File: src/rtl/core/ssbd_ram.sv
// ----------------------------------------------------------------------------
// ssbd_ram
// Generic single-write, single-read RAM with registered read data.
// ----------------------------------------------------------------------------
module ssbd_ram #(
  parameter int WIDTH = 8,
  parameter int DEPTH = 16
) (
  input  logic                     clk,
  input  logic                     we,
  input  logic [$clog2(DEPTH)-1:0] waddr,
  input  logic [WIDTH-1:0]         wdata,
  input  logic [$clog2(DEPTH)-1:0] raddr,
  output logic [WIDTH-1:0]         rdata
);

  logic [WIDTH-1:0] mem [DEPTH];

  always_ff @(posedge clk) begin
    if (we) begin
      mem[waddr] <= wdata;
    end
    rdata <= mem[raddr];
  end

endmodule

File: config.mk
export PLATFORM = sky130hd
export DESIGN_NAME = ssbd_ram
export DESIGN_NICKNAME = d
export VERILOG_FILES = /design/src/rtl/core/ssbd_ram.sv
export SDC_FILE = /design/constraint.sdc
export NUM_CORES = 1
export LEC_CHECK = 0
export BUFFER_PORTS_ARGS = -buffer_cell sky130_fd_sc_hd__buf_2
export CAP_MARGIN = 20
export CORE_UTILIZATION = 45
export DETAILED_ROUTE_END_ITERATION = 16
export PLACE_DENSITY = 0.59
export REMOVE_ABC_BUFFERS = 1
export SETUP_SLACK_MARGIN = 0.3
export SLEW_MARGIN = 0
export SYNTH_ARGS = -nofsm -noshare
export SYNTH_HDL_FRONTEND = slang
export SYNTH_SLANG_ARGS = --single-unit
File: constraint.sdc
create_clock -name clk -period 3.8 [get_ports clk]
set_clock_uncertainty 0.2 [all_clocks]
set_input_delay 0.57 -clock clk [delete_from_list [all_inputs] [get_ports clk]]
set_output_delay 0.57 -clock clk [all_outputs]
set_load 0.1 [all_outputs]
==> results.ini <==
[yosys]
netlist_top_cells_area=edfxtp_1 (75%), mux4_2 (7.9%), mux4_1 (7.1%)
ys_seq_area_share_pct=77.8
async_reset_ff_share_pct=0
synth_edf_count=128
ys_ff_latch=136
ys_warn_count=0
syn_inst=229
synth_top_area_share_pct=74.7
synth_cell_type_count=19
syn_area_um2=5150
avgSynthCellArea_um2=22.5
yosysTopAreaCell=edfxtp_1
synth_ff_type=edfxtp_1

[timing]
rsz0062_at_grt=false
setup_tns_ns=0
setup_violations=0
holdWs_ns=0.349
max_slew_margin_pct=36.3
max_slew.worst_pin.slew_ns=0.952
fin_crit_sh_pct=53.8
hold_violations=0
period_needed_ns=2.05
fmax_ghz=0.489
report.final.slew_viol_count=0

[floorplanning]
initial_utilization_pct=46.9
ios=26
fp.dieW_um=109
die_y_um=109
core_area_um2=11000
core.rowCount=38
die_area_um2=11900

[cells_and_area]
multi_input_area_um2=1060
drive_gt1_share_pct=28.2
regArea_um2=4000
diodes=0
area_delta_synth_final_pct=16.3
num-fill-cells=823
final_area_um2=5990
final_util_pct=54.5
final_nets=289

[job]
drv_cap=0

[power]
leakagePower_nw=2.02
power_switching_share_pct=21.0
seq_power_share_pct=48.9
combPwrFrac_pct=6.3
p_switching_mw=0.724
clkPwrFrac_pct=44.9
power_density_nw_per_um2=577
power_mw=3.45
p_int_mw=2.73
ir_drop_mv=0.254

[worst_setup_path]
worstSetupStartpointType=input pin
critPathMaxFanout=15
slowest_stage=mux4_1
arrival_ns=2.14
cp-end-kind=flop
crit_type=input pin to flop
cp_cell_sequence=buf_2, buf_4, mux4_1, a22oi_1, nand2_1
worstPathRequired_ns=3.89
cpPeakStageDelay_ns=0.56

[placement]
port_buffers=25
gp_congestion=0.709
dpl.hpwl_mm=5.74
dpl_cell_area_um2=5420

[clock_tree]
cts_setup_buffers=0
clk_pin_slew_ns=0.05
cts_buffer_depth=2
clock-sinks=136
cts-root-buf=clkbuf_16
htreeDepth=4
postCtsHoldBufs=0
cts_made_buffers=17
clk_latency_ns=0.41
postCtsResizedCells=0
cts_tree=built

[drt]
ant_nets=0
wirelength_mm=9.42
first_pass_iters=5
initialDrtViolationCount=170
wl_per_cell_um=22.2
via_per_inst=5.49
drc_errors=0
vias=2329

[global_route]
grt_pass1_vias=2415
grt_pass1_wl_mm=13.9
grt_overflow=0
grt_usage_pct=17.8
grt_antenna_before_repair=0
grt_max_degree=33

[status]
outcome=finished clean

[worst_hold_path]
hp-class=input pin to flop

-- power by group through the flow --
stage / Clock [mW] / Combinational [mW] / Sequential [mW]
after CTS: 1.57 / 0.220 / 1.69
after detailed placement: 0 / 0.219 / 1.72
final: 1.55 / 0.217 / 1.69
after global placement: 0 / 0.218 / 1.72
after global routing: 1.64 / 0.229 / 1.69
after floorplan: 0 / 0.0672 / 1.79
-- state kept, by name, indices dropped and copies added, names as in the netlist --
signal	count
rdata	8
mem	128
-- worst paths after layout --
path | startpoint | end | slack [ns] | depth (start not counted)
setup reg to reg | mem[0][1] | rdata[1] | 2.21 | 3
hold / removal | wdata[0] | mem[12][0] | 0.35 | 1
setup / recovery | raddr[0] | rdata[5] | 1.75 | 5
hold reg to reg | mem[15][0] | rdata[0] | 0.47 | 3
-- layer usage --
layer	track usage, %	up-vias	part of all wire (%)
li1	-	1059	-
met1	22.7	1191	44
met2	27.7	64	49
met3	6.69	15	4.9
met4	7.34	0	1.9
met5	0	-	0
-- critical path, delay by kind of cell --
family,cells,cell delay (ns)
buffers and inverters,2,0.66
muxes,1,0.56
AOI/OAI and AO/OA,1,0.26
and+or+nand+nor,1,0.07
-- Yosys cell counts (2+ instances only) --
library cell and n:
nor2_1 13, buf_6 3, mux4_2 18, edfxtp_1 128, nor3_1 4, dfxtp_1 8, mux4_1 14, clkdlybuf4s25_2 3
nand2b_1 2, buf_2 3, nand2_1 9, nand3b_1 2, a22oi_1 16
-- logic make-up after synthesis --
kind of cell / after synthesis / share of synthesized area, %
and+or+nand+nor: 35 / 3.18
muxes: 32 / 15.0
DFF: 136 / 77.8
buffers and inverters: 10 / 1.68
AOI/OAI and AO/OA: 16 / 2.33
-- cell usage in the layout, fill, tap and decap left out --
cell type,Yosys,routed
nand2b_1,2,2
clkinv_2,0,6
clkinv_1,0,1
mux4_2,18,18
nor3_1,4,4
dfxtp_1,8,8
bufinv_16,0,2
nand3b_1,2,2
clkbuf_16,0,17
mux4_1,14,14
nand2_1,9,9
clkbuf_8,0,2
nor2b_1,1,1
clkbuf_1,0,3
and2b_1,1,1
or3b_2,1,1
nand3_1,1,1
buf_4,1,8
buf_2,3,25
nor2_1,13,13
and2_1,1,1
clkinvlp_4,0,1
a22oi_1,16,16
edfxtp_1,128,128
-- through the flow --
step	std cells	setup slack [ns]
after detailed placement	392	1.30
after global placement	392	1.31
final	424	1.75
after CTS	424	1.73
after floorplan	219	1.54
after global routing	424	1.63
-- layout make-up --
cell class	instances	share of cell area, %
Timing Repair Buffer	33	3.09
Clock inverter	10	1.69
Sequential cell	136	66.9
Tap cell	140	2.93
Multi-Input combinational cell	83	17.7
Clock buffer	22	7.75
No activity file was read; power rests on OpenSTA's default activity.
