File: src/rtl/core/ssbd_pkg.sv
// ----------------------------------------------------------------------------
// ssbd_pkg
// Shared types and constants of the phasing SSB demodulator: filter depth,
// field widths, opcodes and the control group that drives each filter lane.
// ----------------------------------------------------------------------------
package ssbd_pkg;

  localparam int TAP_COUNT  = 128;
  localparam int TAP_W      = $clog2(TAP_COUNT);
  localparam int FILL_W     = $clog2(TAP_COUNT + 1);

  localparam int SAMPLE_W   = 32;
  localparam int COEF_W     = 24;
  localparam int CTAP_W     = 7;
  localparam int OUT_W      = 32;
  localparam int PROD_W     = SAMPLE_W + COEF_W;
  localparam int ACC_W      = PROD_W + TAP_W + 1;
  localparam int SUM_W      = ACC_W + 1;

  // (sum * 8) / 2^23 is the sum scaled down by 2^20
  localparam int FRAC_SHIFT = 20;
  localparam int ROUND_BIAS = (1 << FRAC_SHIFT) - 1;

  localparam logic OP_SAMPLE  = 1'b0;
  localparam logic OP_COEF    = 1'b1;
  localparam logic BANK_MINUS = 1'b0;
  localparam logic BANK_PLUS  = 1'b1;
  localparam logic SB_USB     = 1'b0;
  localparam logic SB_LSB     = 1'b1;

  typedef struct packed {
    logic acc_clr;  // start a new sum
    logic mul_en;   // history and coefficient words are on the read ports
    logic mul_ok;   // that history entry holds a sample since the last clear
    logic acc_en;   // product register holds a term to add
  } ssbd_lane_ctl_t;

endpackage

File: src/rtl/core/ssbd_merge.sv
// ----------------------------------------------------------------------------
// ssbd_merge
// Sum the two lane results, scale down toward zero, saturate to the slot
// word and hold it in the output register until taken.
// ----------------------------------------------------------------------------
module ssbd_merge (
  input  logic                               clk,
  input  logic                               rst_n,
  input  logic                               sum_en,
  input  logic signed [ssbd_pkg::ACC_W-1:0]  acc_left,
  input  logic signed [ssbd_pkg::ACC_W-1:0]  acc_right,
  output logic                               busy,
  output logic                               out_valid,
  input  logic                               out_ready,
  output logic signed [ssbd_pkg::OUT_W-1:0]  out_audio_out
);
  import ssbd_pkg::*;

  logic signed [SUM_W-1:0] sum_r;
  logic                    sum_v_r;
  logic signed [SUM_W-1:0] biased;
  logic signed [SUM_W-1:0] quot;
  logic [SUM_W-OUT_W:0]    upper;
  logic [OUT_W-1:0]        sat;
  logic                    load;
  logic                    out_valid_r;
  logic [OUT_W-1:0]        out_data_r;

  // bias negative sums so the arithmetic shift rounds toward zero
  assign biased = sum_r + (sum_r[SUM_W-1] ? SUM_W'(ROUND_BIAS) : '0);
  assign quot   = biased >>> FRAC_SHIFT;
  assign upper  = quot[SUM_W-1:OUT_W-1];
  assign sat    = ((&upper) || !(|upper)) ? quot[OUT_W-1:0] :
                  (quot[SUM_W-1] ? {1'b1, {(OUT_W-1){1'b0}}} :
                                   {1'b0, {(OUT_W-1){1'b1}}});
  assign load   = sum_v_r && (!out_valid_r || out_ready);

  always_ff @(posedge clk) begin
    if (!rst_n) begin
      sum_v_r     <= 1'b0;
      out_valid_r <= 1'b0;
    end else begin
      if (sum_en) begin
        sum_v_r <= 1'b1;
      end else if (load) begin
        sum_v_r <= 1'b0;
      end
      if (load) begin
        out_valid_r <= 1'b1;
      end else if (out_ready) begin
        out_valid_r <= 1'b0;
      end
    end
  end

  always_ff @(posedge clk) begin
    if (sum_en) begin
      sum_r <= SUM_W'(acc_left) + SUM_W'(acc_right);
    end
    if (load) begin
      out_data_r <= sat;
    end
  end

  assign busy          = sum_v_r;
  assign out_valid     = out_valid_r;
  assign out_audio_out = $signed(out_data_r);

endmodule

File: config.mk
export PLATFORM = sky130hd
export DESIGN_NAME = ssbd_merge
export DESIGN_NICKNAME = d
export VERILOG_FILES = /design/src/rtl/core/ssbd_pkg.sv /design/src/rtl/core/ssbd_merge.sv
export SDC_FILE = /design/constraint.sdc
export NUM_CORES = 1
export LEC_CHECK = 0
export ABC_AREA = 1
export BUFFER_PORTS_ARGS = -buffer_cell sky130_fd_sc_hd__buf_2
export CAP_MARGIN = 10
export CORE_MARGIN = 2
export CORE_UTILIZATION = 35
export CTS_CLUSTER_SIZE = 14
export DETAILED_ROUTE_END_ITERATION = 8
export PLACE_DENSITY = 0.57
export SETUP_SLACK_MARGIN = 0.2
export SLEW_MARGIN = 25
export SYNTH_ARGS = -nofsm -noshare
export SYNTH_HDL_FRONTEND = slang
export SYNTH_SLANG_ARGS = --single-unit
File: constraint.sdc
create_clock -name clk -period 4.2 [get_ports clk]
set_input_delay 1.05 -clock clk [delete_from_list [all_inputs] [get_ports clk]]
set_output_delay 1.05 -clock clk [all_outputs]
set_load 0.03 [all_outputs]
==> out/metrics.yaml <==
synth_compound_area_share_pct: 13.2
crit_end: "out_audio_out[17]"
ioPinCount: 166
p_leak_nw: 5.54
setup_viol: 0
holdBufCountCts: 0
synth_cells: 1524
gp_congestion: 0.924
synth.distinct_cells: 39
peakVddDrop_v: 0.000149
slew_violations: 0
reg2reg_depth: 17
slew_headroom_pct: 44.8
row_count: 62
cts_setup_buffers: 0
critPathLaunchType: "flip-flop"
syn_area_um2: 10200
final_area_um2: 11800
worst_slew_pin_slew_ns: 0.829
worstSetupStartpoint: "sum_r[64]"
grt_start_max_net_pins: 67
clock_latency_ns: 0.35
finalHoldViolations: 0
grt_pass1_wl_mm: 50.8
die_h_um: 175
clk_pin_slew_ns: 0.07
use_met3_pct: 1.61
first_iter_violations: 688
critical_path_class: "reg2reg"
yosys_warnings: 0
crit_top_cell: "nand2_1"
syn_to_final_growth_pct: 15.8
die-area_um2: 30600
numCtsBuffers: 9
htree_num_levels: 3
min_period_over_period_pct: 84.7
cts_resized: 0
cp_max_fo: 31
synth_seq_cells: 99
dr.pass1.iters: 5
postSynthAreaPerCell_um2: 6.71
crit_buf_inv: 1
synthAdderAreaFrac_pct: 10.4
rsz0062_at_grt: "no"
wl_mm: 31.9
r2r_start: "sum_r[64]"
synth_xor_area_share_pct: 6.08
cp_top_family: "simple AND/OR/NAND/NOR gates"
cts-root-buf: "clkbuf_16"
routed_via_density: 4.90
max_freq_mhz: 281
clock_sinks: 99
status: "finished clean"
core-area_um2: 28700
skew_ns: 0.0120
required_ns: 4.27
ys_top_cells_by_area: "edfxtp_1, nand2_1, ha_1"
port_buffers: 165
grt_overflow: 0
synth_common_cells: "nand2_1, nor2_1, inv_1"
hpwl_mm: 27.7
routedWlPerCell_um: 15.2
synth_simple_gate_area_share_pct: 33.4
clockBufferDepth: 2
use_met1_pct: 29.5
grtUsageTotal_pct: 20.9
r2r_slack_ns: 0.64
routed-via-count: 10300
cp.arrival_ns: 3.63
drc: 0
finalNetCount: 1919
powerDensity_nw_per_um2: 324
synth_top_cell_area_share_pct: 28.5
crit_chain: "clkbuf_8, ha_1, nand2_1, nor2_1, nand2_1, nor2_1, nand2_1, nand3_1, nand3_1, nand2_1, nand2_1, nor2_1, nand2_1, nor2_2, nand2_2, nand3_2, nand2_1"
synth_top_family_by_area: "simple AND/OR/NAND/NOR gates"
synth_mux_area_share_pct: 0
cp_num_cells: 17
synth_largest_area_cell: "edfxtp_1"
fin_crit_ns: 3.56
ant_nets: 0
diodes: 0
ys_async_sr_fraction_pct: 0
cpPeakStageDelay_ns: 0.61
drive_gt1_share_pct: 12.8
met2_usage_pct: 33.7
ys.flop_type: "edfxtp_1"
start_util_pct: 35.6
fin_ws_ns: 0.641
hold_class: "reg2reg"
yosysSeqAreaShare_pct: 28.9
timing.setup.tns_ns: 0
synthesis.nets: 1740
maxCapViolations: 0
crit_path_end_kind: "flip-flop"
critPathSlowestCell: "edfxtp_1"
antenna_found_initial: 0
die_w_um: 175
first_global_vias: 10100
yosysMostFrequentCell: "nand2_1"
pre_cts_ws_ns: 0.272
cts_tree: "yes"
place_area_um2: 11500
grt-busiest-layer: "met2"
worstReg2RegEnd: "out_audio_out[17]"
synth_edf_count: 97
## worst reg2reg max path: cells and delay by family, from the launching register on
| kind | cells | cell delay, ns |
|---|---|---|
| adders and majority gates | 1 | 0.33 |
| DFF | 1 | 0.61 |
| and+or+nand+nor | 15 | 2.06 |
| buffers and inverters | 1 | 0.29 |
## stage by stage
stage	hold WS, ns	util [%]	cells	power [mW]
floorplan	0.629	-	1524	2.49
finish	0.529	41.2	2092	3.84
global route	0.570	41.2	2092	4.14
detailed placement	0.524	40.1	2075	3.01
CTS	0.535	41.2	2091	3.85
global placement	0.507	40.1	2075	3.01
## registers in the layout, indices dropped and copies added, names as in the netlist
register / count
out_audio_out: 32
out_valid: 1
busy: 1
sum_r: 65
## placed cells by master, fill, tap and decap left out, drive strengths merged
cell	instances
fa	1
nor2	223
edfxtp	97
o21bai	7
and3	3
nand2	456
bufinv	1
xor2	47
a31oi	22
xnor2	24
o211ai	6
clkinvlp	2
nand3	80
nand4	20
a21boi	12
inv	206
nor3b	2
or2	2
a21oi	108
nor3	18
o41ai	1
buf	173
dfxtp	2
o21ai	75
and2	2
o21a	3
nor4	5
a21o	9
nand3b	6
ha	83
a211oi	1
clkbuf	11
## power breakdown
group	internal (mW)	switching, mW
sequential	1.28	0.140
clock	0.468	0.363
combinational	0.539	1.05
## layout make-up
cell class | count | area (um^2)
Inverter | 203 | 762
Tap cell | 384 | 480
Timing Repair Buffer | 174 | 900
Sequential cell | 99 | 2950
Clock buffer | 10 | 229
Clock inverter | 6 | 71.3
Multi-Input combinational cell | 1216 | 6440
Fill cell | 3093 | 16900
## worst min path at each step
stage / startpoint / endpoint / slack (ns) / cells past startpoint
finish: out_valid / out_valid / 0.53 / 2
global route: busy / out_valid / 0.57 / 2
CTS: out_valid / out_valid / 0.54 / 2
detailed placement: busy / out_valid / 0.52 / 2
global placement: out_valid / out_valid / 0.51 / 2
floorplan: busy / out_valid / 0.63 / 2
## metal layers
metal / wire, um / share of wire [%] / vias up
li1: - / - / 5381
met1: 15600 / 49 / 4523
met2: 13900 / 44 / 311
met3: 1400 / 4.4 / 44
met4: 898 / 2.8 / 0
met5: 0 / 0 / -
## cell families (layout without fill, tap and decap cells)
| family | after synthesis | after routing |
|---|---|---|
| simple gates | 817 | 817 |
| compound gates | 244 | 244 |
| buf+inv | 209 | 393 |
| xor+xnor | 71 | 71 |
| flops | 99 | 99 |
| fa+ha+maj | 84 | 84 |
Note: power is estimated with default switching activity, not from simulation.
